<file path="src/rtl/bpa_pkg.sv">
// ============================================================================
// bpa_pkg - shared types and constants for the buddy page allocator
// Field widths of the request and response items, operation and status codes,
// and the word geometry of the free-node bitmap.
// ============================================================================
`default_nettype none

package bpa_pkg;

    localparam int SIZE_W     = 21;
    localparam int OFFS_W     = 20;
    localparam int STAT_W     = 2;
    localparam int ORD_W      = 5;
    localparam int WORD_W     = 32;
    localparam int WORD_IDX_W = 5;

    typedef logic [SIZE_W-1:0] t_size;
    typedef logic [OFFS_W-1:0] t_offs;
    typedef logic [STAT_W-1:0] t_status;

    localparam logic OP_ALLOC = 1'b0;
    localparam logic OP_FREE  = 1'b1;

    localparam t_status ST_OK       = 2'd0;
    localparam t_status ST_BAD_SIZE = 2'd1;
    localparam t_status ST_NO_BLOCK = 2'd2;

endpackage

`default_nettype wire

</file>
<file path="src/rtl/bpa_ifs.sv">
// ============================================================================
// bpa_ifs - request and response channels of the buddy page allocator
// Valid/ready channels; an item moves on a clock edge with valid and ready high.
// ============================================================================
`default_nettype none

interface bpa_req_if;
    logic           valid;
    logic           ready;
    logic           operation;
    bpa_pkg::t_size size_bytes;
    bpa_pkg::t_offs block_offset;

    modport source (output valid, output operation, output size_bytes,
                    output block_offset, input ready);
    modport sink   (input valid, input operation, input size_bytes,
                    input block_offset, output ready);
endinterface

interface bpa_rsp_if;
    logic             valid;
    logic             ready;
    bpa_pkg::t_offs   granted_offset;
    bpa_pkg::t_status status;

    modport source (output valid, output granted_offset, output status, input ready);
    modport sink   (input valid, input granted_offset, input status, output ready);
endinterface

`default_nettype wire

</file>
<file path="src/rtl/bpa_ram.sv">
// ============================================================================
// bpa_ram - generic simple dual-port RAM
// One write port and one read port; read data is registered (old data on a
// same-address read during write).
// ============================================================================
`default_nettype none

module bpa_ram #(
    parameter int WIDTH = 32,
    parameter int DEPTH = 16
) (
    input  wire logic                                   i_clk,
    input  wire logic                                   i_we,
    input  wire logic [((DEPTH > 1) ? $clog2(DEPTH) : 1)-1:0] i_waddr,
    input  wire logic [WIDTH-1:0]                       i_wdata,
    input  wire logic [((DEPTH > 1) ? $clog2(DEPTH) : 1)-1:0] i_raddr,
    output logic      [WIDTH-1:0]                       o_rdata
);

    logic [WIDTH-1:0] r_mem [DEPTH];
    logic [WIDTH-1:0] r_rdata;

    always_ff @(posedge i_clk) begin
        if (i_we) begin
            r_mem[i_waddr] <= i_wdata;
        end
        r_rdata <= r_mem[i_raddr];
    end

    assign o_rdata = r_rdata;

endmodule

`default_nettype wire

</file>
<file path="src/rtl/buddy_page_allocator.sv">
// ============================================================================
// buddy_page_allocator - binary buddy allocator over 2^TOTAL_ORDER bytes
// Alloc scans the bitmap one word per cycle (at most 2^(LEVELS+1)/32 + 4 words),
//   then splits level by level down to the requested order; free reads the
//   stored order, then merges buddies level by level. One item at a time; the bitmap RAM port sets the pace.
// Reset: a clearing pass over every address of both RAMs rebuilds them; no
//   item is accepted until it ends.
// ============================================================================
`default_nettype none

module buddy_page_allocator #(
    parameter int PAGE_ORDER  = 12,
    parameter int TOTAL_ORDER = 20
) (
    input  wire logic  i_clk,
    input  wire logic  i_rst_n,
    bpa_req_if.sink    i_req,
    bpa_rsp_if.source  o_rsp
);

    localparam int LEVELS    = TOTAL_ORDER - PAGE_ORDER;
    localparam int NUM_PAGES = 1 << LEVELS;
    localparam int PIW       = (LEVELS > 0) ? LEVELS : 1;
    localparam int HW        = LEVELS + 1;
    localparam int WB        = bpa_pkg::WORD_IDX_W;
    localparam int WW        = bpa_pkg::WORD_W;
    localparam int OW        = bpa_pkg::OFFS_W;
    localparam int OrdW      = bpa_pkg::ORD_W;
    localparam int BW_DEPTH  = (HW > WB) ? (1 << (HW - WB)) : 1;
    localparam int BAW       = (HW > WB) ? (HW - WB) : 1;
    localparam int CLW       = (BAW > PIW) ? BAW : PIW;
    localparam int CLR_LAST  = ((BW_DEPTH > NUM_PAGES) ? BW_DEPTH : NUM_PAGES) - 1;
    localparam logic [OrdW-1:0] TOP_ORD = OrdW'(TOTAL_ORDER);
    localparam logic [OrdW-1:0] PG_ORD  = OrdW'(PAGE_ORDER);
    localparam logic [OrdW-1:0] LEV_K   = OrdW'(LEVELS);
    localparam longint unsigned REGION_BYTES = 64'd1 << TOTAL_ORDER;

    typedef enum logic [3:0] {
        S_CLEAR, S_IDLE, S_SCAN, S_SP_RD, S_SP_WR, S_F_ORD, S_M_RD, S_M_CHK, S_OUT
    } t_state;

    // first and last bitmap word of the nodes at tree depth k
    function automatic logic [BAW-1:0] f_ws(input logic [OrdW-1:0] k);
        logic [31:0] t;
        t = 32'd1 << k;
        return BAW'(t >> WB);
    endfunction

    function automatic logic [BAW-1:0] f_we(input logic [OrdW-1:0] k);
        logic [31:0] t;
        t = (32'd2 << k) - 32'd1;
        return BAW'(t >> WB);
    endfunction

    // bits of a word that belong to depth k (only word 0 holds several depths)
    function automatic logic [WW-1:0] f_mask(input logic [OrdW-1:0] k);
        logic [WW-1:0] m;
        for (int i = 0; i < WW; i++) begin
            m[i] = (k >= OrdW'(WB)) || ((32'(i) >> k) == 32'd1);
        end
        return m;
    endfunction

    function automatic logic [WB-1:0] f_lsb(input logic [WW-1:0] v);
        logic [WB-1:0] r;
        r = '0;
        for (int i = WW - 1; i >= 0; i--) begin
            if (v[i]) begin
                r = WB'(i);
            end
        end
        return r;
    endfunction

    t_state r_state, n_state;
    logic [CLW-1:0]  r_clr, n_clr;
    logic [OrdW-1:0] r_need, n_need;
    logic [OrdW-1:0] r_ord, n_ord;
    logic [OrdW-1:0] r_ik, n_ik;
    logic [BAW-1:0]  r_iw, n_iw;
    logic            r_iv, n_iv;
    logic [OrdW-1:0] r_dk, n_dk;
    logic [BAW-1:0]  r_dw, n_dw;
    logic            r_dv, n_dv;
    logic [HW-1:0]   r_h, n_h;
    logic [PIW-1:0]  r_page, n_page;
    logic            r_first, n_first;
    bpa_pkg::t_offs   r_res_off, n_res_off;
    bpa_pkg::t_status r_res_st, n_res_st;
    logic             r_out_valid, n_out_valid;
    bpa_pkg::t_offs   r_out_off, n_out_off;
    bpa_pkg::t_status r_out_st, n_out_st;

    logic            bm_we;
    logic [BAW-1:0]  bm_waddr, bm_raddr;
    logic [WW-1:0]   bm_wdata, bm_rdata;
    logic            po_we;
    logic [PIW-1:0]  po_waddr, po_raddr;
    logic [OrdW-1:0] po_wdata, po_rdata;

    logic            size_bad;
    logic [OrdW-1:0] need_in;
    logic [PIW-1:0]  req_page;
    logic [WW-1:0]   dmask;
    logic            hit;
    logic [WB-1:0]   hit_bit;
    logic [HW-1:0]   hit_h;
    logic            iw_last;
    logic [HW-1:0]   sp_child;
    logic [BAW-1:0]  sp_word;
    logic [WB-1:0]   sp_bit;
    logic [OrdW-1:0] k_need;
    logic [HW-1:0]   al_pos;
    logic [31:0]     al_off;
    logic [PIW-1:0]  al_page;
    logic            fo_ok;
    logic [HW-1:0]   fr_h;
    logic [BAW-1:0]  mg_word;
    logic [WB-1:0]   mg_bit, mg_bud;

    bpa_ram #(.WIDTH(WW), .DEPTH(BW_DEPTH)) u_bitmap (
        .i_clk   (i_clk),
        .i_we    (bm_we),
        .i_waddr (bm_waddr),
        .i_wdata (bm_wdata),
        .i_raddr (bm_raddr),
        .o_rdata (bm_rdata)
    );

    bpa_ram #(.WIDTH(OrdW), .DEPTH(NUM_PAGES)) u_page_ord (
        .i_clk   (i_clk),
        .i_we    (po_we),
        .i_waddr (po_waddr),
        .i_wdata (po_wdata),
        .i_raddr (po_raddr),
        .o_rdata (po_rdata)
    );

    // request decode
    assign size_bad = (i_req.size_bytes == '0) || (64'(i_req.size_bytes) > REGION_BYTES);
    assign req_page = PIW'(32'(i_req.block_offset) >> PAGE_ORDER) & PIW'(NUM_PAGES - 1);

    always_comb begin
        need_in = PG_ORD;
        for (int i = PAGE_ORDER; i < TOTAL_ORDER; i++) begin
            if (64'(i_req.size_bytes) > (64'd1 << i)) begin
                need_in = OrdW'(i + 1);
            end
        end
    end

    // scan: word data comes back the cycle after its address is presented
    assign dmask   = f_mask(r_dk) & bm_rdata;
    assign hit     = r_dv && (dmask != '0);
    assign hit_bit = f_lsb(dmask);
    assign hit_h   = HW'({r_dw, hit_bit});
    assign iw_last = (r_iw == f_we(r_ik));

    // split: right child of the current node goes free
    assign sp_child = HW'({r_h, 1'b1});
    assign sp_word  = BAW'(sp_child >> WB);
    assign sp_bit   = WB'(sp_child);
    assign k_need   = TOP_ORD - r_need;
    assign al_pos   = r_h ^ (HW'(1) << k_need);
    assign al_off   = 32'(al_pos) << r_need;
    assign al_page  = PIW'(32'(al_pos) << (r_need - PG_ORD));

    // free: node of the stored order, then buddy merges
    assign fo_ok   = (po_rdata >= PG_ORD) && (po_rdata <= TOP_ORD);
    assign fr_h    = HW'(32'd1 << (TOP_ORD - po_rdata))
                   | HW'(32'(r_page) >> (po_rdata - PG_ORD));
    assign mg_word = BAW'(r_h >> WB);
    assign mg_bit  = WB'(r_h);
    assign mg_bud  = mg_bit ^ WB'(1);

    always_comb begin
        n_state     = r_state;
        n_clr       = r_clr;
        n_need      = r_need;
        n_ord       = r_ord;
        n_ik        = r_ik;
        n_iw        = r_iw;
        n_iv        = r_iv;
        n_dk        = r_dk;
        n_dw        = r_dw;
        n_dv        = r_dv;
        n_h         = r_h;
        n_page      = r_page;
        n_first     = r_first;
        n_res_off   = r_res_off;
        n_res_st    = r_res_st;
        n_out_valid = r_out_valid;
        n_out_off   = r_out_off;
        n_out_st    = r_out_st;
        bm_we       = 1'b0;
        bm_waddr    = r_dw;
        bm_wdata    = '0;
        bm_raddr    = r_iw;
        po_we       = 1'b0;
        po_waddr    = r_page;
        po_wdata    = '0;
        po_raddr    = r_page;

        if (o_rsp.ready) begin
            n_out_valid = 1'b0;
        end

        case (r_state)
            S_CLEAR: begin
                bm_we    = 32'(r_clr) < 32'(BW_DEPTH);
                bm_waddr = BAW'(r_clr);
                bm_wdata = (r_clr == '0) ? WW'(2) : '0;
                po_we    = 32'(r_clr) < 32'(NUM_PAGES);
                po_waddr = PIW'(r_clr);
                po_wdata = (r_clr == '0) ? TOP_ORD : '0;
                if (r_clr == CLW'(CLR_LAST)) begin
                    n_state = S_IDLE;
                end else begin
                    n_clr = r_clr + CLW'(1);
                end
            end
            S_IDLE: begin
                po_raddr = req_page;
                if (i_req.valid) begin
                    if (i_req.operation == bpa_pkg::OP_FREE) begin
                        n_page  = req_page;
                        n_state = S_F_ORD;
                    end else if (size_bad) begin
                        n_res_off = '0;
                        n_res_st  = bpa_pkg::ST_BAD_SIZE;
                        n_state   = S_OUT;
                    end else begin
                        n_need  = need_in;
                        n_ik    = TOP_ORD - need_in;
                        n_iw    = f_ws(TOP_ORD - need_in);
                        n_iv    = 1'b1;
                        n_dv    = 1'b0;
                        n_state = S_SCAN;
                    end
                end
            end
            S_SCAN: begin
                bm_raddr = r_iw;
                n_dv     = r_iv;
                n_dk     = r_ik;
                n_dw     = r_iw;
                if (r_iv) begin
                    if (iw_last) begin
                        if (r_ik == '0) begin
                            n_iv = 1'b0;
                        end else begin
                            n_ik = r_ik - OrdW'(1);
                            n_iw = f_ws(r_ik - OrdW'(1));
                        end
                    end else begin
                        n_iw = r_iw + BAW'(1);
                    end
                end
                if (hit) begin
                    // take the block, drop its free bit in the word at hand
                    bm_we    = 1'b1;
                    bm_waddr = r_dw;
                    bm_wdata = bm_rdata & ~(WW'(1) << hit_bit);
                    n_h      = hit_h;
                    n_ord    = TOP_ORD - r_dk;
                    n_state  = S_SP_RD;
                end else if (!r_dv && !r_iv) begin
                    n_res_off = '0;
                    n_res_st  = bpa_pkg::ST_NO_BLOCK;
                    n_state   = S_OUT;
                end
            end
            S_SP_RD: begin
                if (r_ord == r_need) begin
                    po_we     = 1'b1;
                    po_waddr  = al_page;
                    po_wdata  = r_need;
                    n_res_off = OW'(al_off);
                    n_res_st  = bpa_pkg::ST_OK;
                    n_state   = S_OUT;
                end else begin
                    bm_raddr = sp_word;
                    n_state  = S_SP_WR;
                end
            end
            S_SP_WR: begin
                bm_we    = 1'b1;
                bm_waddr = sp_word;
                bm_wdata = bm_rdata | (WW'(1) << sp_bit);
                n_h      = HW'({r_h, 1'b0});
                n_ord    = r_ord - OrdW'(1);
                n_state  = S_SP_RD;
            end
            S_F_ORD: begin
                n_res_off = '0;
                n_res_st  = bpa_pkg::ST_OK;
                if (fo_ok) begin
                    n_ord   = po_rdata;
                    n_h     = fr_h;
                    n_first = 1'b1;
                    n_state = S_M_RD;
                end else begin
                    n_state = S_OUT;
                end
            end
            S_M_RD: begin
                bm_raddr = mg_word;
                n_state  = S_M_CHK;
            end
            S_M_CHK: begin
                if (r_first && bm_rdata[mg_bit]) begin
                    // block already free: drop the request
                    n_state = S_OUT;
                end else begin
                    n_first = 1'b0;
                    if (r_first) begin
                        po_we    = 1'b1;
                        po_waddr = r_page;
                        po_wdata = '0;
                    end
                    bm_we    = 1'b1;
                    bm_waddr = mg_word;
                    if ((r_ord < TOP_ORD) && bm_rdata[mg_bud]) begin
                        bm_wdata = bm_rdata & ~(WW'(1) << mg_bud);
                        n_h      = r_h >> 1;
                        n_ord    = r_ord + OrdW'(1);
                        n_state  = S_M_RD;
                    end else begin
                        bm_wdata = bm_rdata | (WW'(1) << mg_bit);
                        n_state  = S_OUT;
                    end
                end
            end
            S_OUT: begin
                if (!r_out_valid || o_rsp.ready) begin
                    n_out_valid = 1'b1;
                    n_out_off   = r_res_off;
                    n_out_st    = r_res_st;
                    n_state     = S_IDLE;
                end
            end
            default: begin
                n_state = S_IDLE;
            end
        endcase
    end

    always_ff @(posedge i_clk) begin
        if (!i_rst_n) begin
            r_state     <= S_CLEAR;
            r_clr       <= '0;
            r_iv        <= 1'b0;
            r_dv        <= 1'b0;
            r_first     <= 1'b0;
            r_out_valid <= 1'b0;
        end else begin
            r_state     <= n_state;
            r_clr       <= n_clr;
            r_iv        <= n_iv;
            r_dv        <= n_dv;
            r_first     <= n_first;
            r_out_valid <= n_out_valid;
        end
        r_need    <= n_need;
        r_ord     <= n_ord;
        r_ik      <= n_ik;
        r_iw      <= n_iw;
        r_dk      <= n_dk;
        r_dw      <= n_dw;
        r_h       <= n_h;
        r_page    <= n_page;
        r_res_off <= n_res_off;
        r_res_st  <= n_res_st;
        r_out_off <= n_out_off;
        r_out_st  <= n_out_st;
    end

    assign i_req.ready          = (r_state == S_IDLE);
    assign o_rsp.valid          = r_out_valid;
    assign o_rsp.granted_offset = r_out_off;
    assign o_rsp.status         = r_out_st;

    a_scan_depth: assert property (@(posedge i_clk) disable iff (!i_rst_n)
        (r_state == S_SCAN && r_dv) |-> (r_dk <= LEV_K))
        else $error("scan data tagged beyond the tree depth");

    a_split_order: assert property (@(posedge i_clk) disable iff (!i_rst_n)
        (r_state == S_SP_RD || r_state == S_SP_WR) |-> (r_ord >= r_need && r_ord <= TOP_ORD))
        else $error("split order outside the requested range");

    a_merge_node: assert property (@(posedge i_clk) disable iff (!i_rst_n)
        (r_state == S_M_RD) |-> ((32'(r_h) >> (TOP_ORD - r_ord)) == 32'd1))
        else $error("merge node does not belong to its order");

    a_out_source: assert property (@(posedge i_clk) disable iff (!i_rst_n)
        $rose(r_out_valid) |-> ($past(r_state) == S_OUT))
        else $error("response loaded outside the output state");

    a_clear_quiet: assert property (@(posedge i_clk) disable iff (!i_rst_n)
        (r_state == S_CLEAR) |-> !r_out_valid)
        else $error("response pending during the clearing pass");

endmodule

`default_nettype wire

</file>
<file path="src/flat_wrapper.sv">
// flat-port wrapper written by rule: the top's interface ports become plain ports
module buddy_page_allocator_flat 
#(
    parameter int PAGE_ORDER  = 12,
    parameter int TOTAL_ORDER = 20
)
  (i_clk, i_rst_n, i_req_valid, i_req_operation, i_req_size_bytes, i_req_block_offset, i_req_ready, o_rsp_valid, o_rsp_granted_offset, o_rsp_status, o_rsp_ready);
  bpa_req_if i_req_i ();
  bpa_rsp_if o_rsp_i ();
  input  wire logic i_clk;
  input  wire logic i_rst_n;
  input wire logic [$bits(i_req_i.valid)-1:0] i_req_valid;
  input wire logic [$bits(i_req_i.operation)-1:0] i_req_operation;
  input wire logic [$bits(i_req_i.size_bytes)-1:0] i_req_size_bytes;
  input wire logic [$bits(i_req_i.block_offset)-1:0] i_req_block_offset;
  output wire logic [$bits(i_req_i.ready)-1:0] i_req_ready;
  output wire logic [$bits(o_rsp_i.valid)-1:0] o_rsp_valid;
  output wire logic [$bits(o_rsp_i.granted_offset)-1:0] o_rsp_granted_offset;
  output wire logic [$bits(o_rsp_i.status)-1:0] o_rsp_status;
  input wire logic [$bits(o_rsp_i.ready)-1:0] o_rsp_ready;
  assign i_req_i.valid = i_req_valid;
  assign i_req_i.operation = i_req_operation;
  assign i_req_i.size_bytes = i_req_size_bytes;
  assign i_req_i.block_offset = i_req_block_offset;
  assign i_req_ready = i_req_i.ready;
  assign o_rsp_valid = o_rsp_i.valid;
  assign o_rsp_granted_offset = o_rsp_i.granted_offset;
  assign o_rsp_status = o_rsp_i.status;
  assign o_rsp_i.ready = o_rsp_ready;
  buddy_page_allocator #(.PAGE_ORDER(PAGE_ORDER), .TOTAL_ORDER(TOTAL_ORDER)) u_core (.i_clk(i_clk), .i_rst_n(i_rst_n), .i_req(i_req_i), .o_rsp(o_rsp_i));
endmodule
</file>
<file path="config.mk">
export PLATFORM = sky130hd
export DESIGN_NAME = buddy_page_allocator_flat
export DESIGN_NICKNAME = d
export VERILOG_FILES = /design/src/rtl/bpa_pkg.sv /design/src/rtl/bpa_ifs.sv /design/src/rtl/bpa_ram.sv /design/src/rtl/buddy_page_allocator.sv /design/src/flat_wrapper.sv
export SDC_FILE = /design/constraint.sdc
export NUM_CORES = 2
export LEC_CHECK = 0
export BUFFER_PORTS_ARGS = -buffer_cell sky130_fd_sc_hd__clkbuf_2
export CAP_MARGIN = 20
export CORE_AREA = 4 4 456 458
export CTS_CLUSTER_DIAMETER = 150
export DETAILED_ROUTE_END_ITERATION = 16
export DIE_AREA = 0 0 460 462
export GPL_TIMING_DRIVEN = 0
export PLACE_DENSITY = 0.64
export REMOVE_ABC_BUFFERS = 1
export SYNTH_ARGS = -nofsm -noshare
export SYNTH_HDL_FRONTEND = slang
export SYNTH_SLANG_ARGS = --single-unit
</file>
<file path="constraint.sdc">
create_clock -name i_clk -period 20.9 [get_ports i_clk]
set_clock_uncertainty 0.15 [all_clocks]
set_input_delay 4.18 -clock i_clk [delete_from_list [all_inputs] [get_ports i_clk]]
set_output_delay 4.18 -clock i_clk [all_outputs]
set_load 0.02 [all_outputs]
</file>
==> flow_summary.toml <==
[power]
combPwrFrac_pct = 2.1
power_density_nw_per_um2 = 83.9
power.internal_mw = 6.22
swShare_pct = 20.5
ir_drop_mv = 0.0727
power_switching_mw = 1.60
p_leak_nw = 30.2
p_seq_share_pct = 54.8
power_mw = 7.82
clkPwrFrac_pct = 43.0

[clock_tree]
cts-hold-fix-buffers = 0
cts.sinks = 1934
cts_buffer_depth = 3
h-tree-depth = 4
cts_setup_buffers = 0
ctsResizeCount = 0
clk_pin_slew_ps = 60
root_buffer = "clkbuf_16"
numCtsBuffers = 186
cts_tree = "done"
clk_latency_ps = 820

[synthesis]
synth.most_common_cell = "edfxtp_1"
syn-cell-area_um2 = 81200
synthTopCellsByArea = "edfxtp_1 70%, mux2i_1 5.5%, nand2_1 5.4%"
synth_edf_count = 1881
synthDistinctLibCells = 85
ys.warnings.count = 0
synthFlopType = "edfxtp_1"
synth_commonest_cells = "1,881 x edfxtp_1, 1,171 x nand2_1, 448 x mux2i_1"
syn_inst = 6037
yosysSeqAreaShare_pct = 70.9
synth_top_area_cell = "edfxtp_1"
syn_avg_cell_area_um2 = 13.4
yosys.area.top_type_share_pct = 69.6
synthArstFlopShare_pct = 0
ys_seq_elements = 1934

[detailed_routing]
avgViaCountPerCell = 5.67
routed_wl_um = 209000
detail-route-antenna-nets = 0
num_vias = 50684
drt_iter0_markers = 5979
wl_per_cell_um = 23.3
drc = 0
firstDrtPassIters = 6

[layout]
final_net_count = 6171
area_growth_pct = 14.8
final_util_pct = 45.7
multiInputGateArea_um2 = 22300
fillers = 17648
final-seq-area_um2 = 57500
layout-drive-gt1-share_pct = 11.7

[sta]
hold_slack_ps = 271
relSlewSlack_pct = 22.6
finalHoldViolCount = 0
setup-tns-final_ps = 0
fin_crit_sh_pct = 38.5
maxSlewViolCount = 0
worst_pin_slew_ps = 1150
rsz0062_at_grt = "false"
max_freq_ghz = 0.124
fin_crit_ps = 8040
finalSetupViolations = 0

[setup_path]
start_kind = "flip-flop"
critPathKind = "reg2out"
r2r_cells = 16
crit_arrival_ps = 3710
critPathMaxFanout = 25
required_ps = 16570
endpoint_kind = "primary output"

[grt]
globalRouteOverflowTotal = 0
grtUsageTotal_pct = 19.2
grt_antenna_before_repair = 8
grt_pass1_wl_um = 309000
grt_pass1_vias = 48806
grt_max_degree = 140

[floorplan]
die-area_um2 = 213000
die_y_um = 462
core-area_um2 = 204000
rows = 166
initial_utilization_pct = 39.8
die_w_um = 460
io-pin-count = 70

[outcome]
status = "completed"

[worst_hold_path]
min_path_type = "reg2reg"
whs_path_depth = 0

[placed_design]
gp_congestion = 0.928
dp_hpwl_um = 136000
io_buffers = 57

[job]
drv_cap = 0
[kinds of logic after synthesis]
group / share of synthesized area (%)
AO/OA/AOI/OAI: 7.46
XOR/XNOR: 0.421
adder cells (fa/ha/maj): 0.456
buffers and inverters: 2.23
flip-flops: 70.9
multiplexers: 7.04
AND/OR/NAND/NOR: 11.5
[layer usage]
layer	vias up	part of all wire [%]	global-route usage [%]
met4	8	4.1	7.70
li1	22931	-	-
met3	485	7.9	3.54
met2	2101	47	30.8
met1	25159	41	25.8
met5	-	0.047	0.226
[stage by stage]
stage          setup slack [ps]  cell area (um2)  cells
2_1_floorplan            -15120            79500   5648
3_5_place_dp              12200            87000   8586
3_3_place_gp             -35140            83200   8393
4_1_cts                   12880            93100   8932
5_1_grt                   12660            93200   8944
6_report                  12860            93200   8945
[flip-flops by register name, indices dropped and copies added (netlist names), 2 cells and up]
| register | flops |
|---|---|
| u_core.u_page_ord.r_mem | 1280 |
| u_core.u_bitmap.r_mem | 512 |
| u_core.u_bitmap.o_rdata | 32 |
| u_core.o_rsp.granted_offset | 20 |
| u_core.r_res_off | 20 |
| u_core.r_h | 9 |
| u_core.r_clr | 8 |
| u_core.r_page | 8 |
| u_core.r_dk | 5 |
| u_core.r_ik | 5 |
| u_core.r_need | 5 |
| u_core.r_ord | 5 |
| u_core.u_page_ord.o_rdata | 5 |
| u_core.r_dw | 4 |
| u_core.r_iw | 4 |
| u_core.r_state | 4 |
| u_core.o_rsp.status | 2 |
| u_core.r_res_st | 2 |
[worst paths after layout]
path	slack, ps	endpoint	from
min reg2reg	270	u_core.o_rsp.granted_offset[11]	u_core.r_res_off[11]
min	270	u_core.o_rsp.granted_offset[11]	u_core.r_res_off[11]
max	12860	i_req_ready	u_core.r_state[0]
max reg2reg	13620	u_core.u_page_ord.o_rdata[3]	u_core.r_state[0]
[power groups by stage]
stage / Clock [mW] / Combinational, mW / Sequential [mW]
detailed placement: 0 / 0.168 / 4.37
floorplan: 0 / 0.0683 / 4.38
global route: 3.60 / 0.179 / 4.29
finish: 3.37 / 0.167 / 4.29
CTS: 3.42 / 0.169 / 4.29
global placement: 0 / 0.136 / 4.40
[cells in the final DEF (no fill, tap or decap), types with 18 or more instances in the layout]
cell / instances
edfxtp_1: 1881
inv_1: 43
mux4_2: 18
a32oi_1: 161
bufinv_16: 20
nand2b_1: 22
buf_6: 53
nor3_1: 32
o41ai_1: 39
clkbuf_2: 57
xnor2_1: 23
buf_12: 45
nor2_1: 414
a31oi_1: 172
o211ai_1: 77
buf_16: 47
ha_1: 28
nand2_1: 1153
nor4_1: 23
nand3_1: 394
nand2_2: 29
mux2i_1: 447
clkinv_1: 47
clkbuf_1: 31
clkbuf_16: 186
o21ai_0: 87
clkinv_2: 34
dfxtp_1: 53
nor2_4: 20
buf_8: 31
buf_4: 20
a22oi_1: 52
mux2_2: 72
a21oi_1: 87
[worst max-delay path: stages (launching register included)]
cell      delay [ps]
dfxtp_1          790
inv_2            310
or4_1            860
inv_2            620
clkbuf_2         300
[cell type report]
type	count	share of cell area, %
Multi-Input combinational cell	3665	23.9
Tap cell	2688	3.61
Clock buffer	218	5.13
Timing Repair Buffer	260	4.00
Clock inverter	128	1.45
Antenna cell	3	0.00805
Inverter	49	0.197
Sequential cell	1934	61.7
Power figures use the tool's default switching activity.
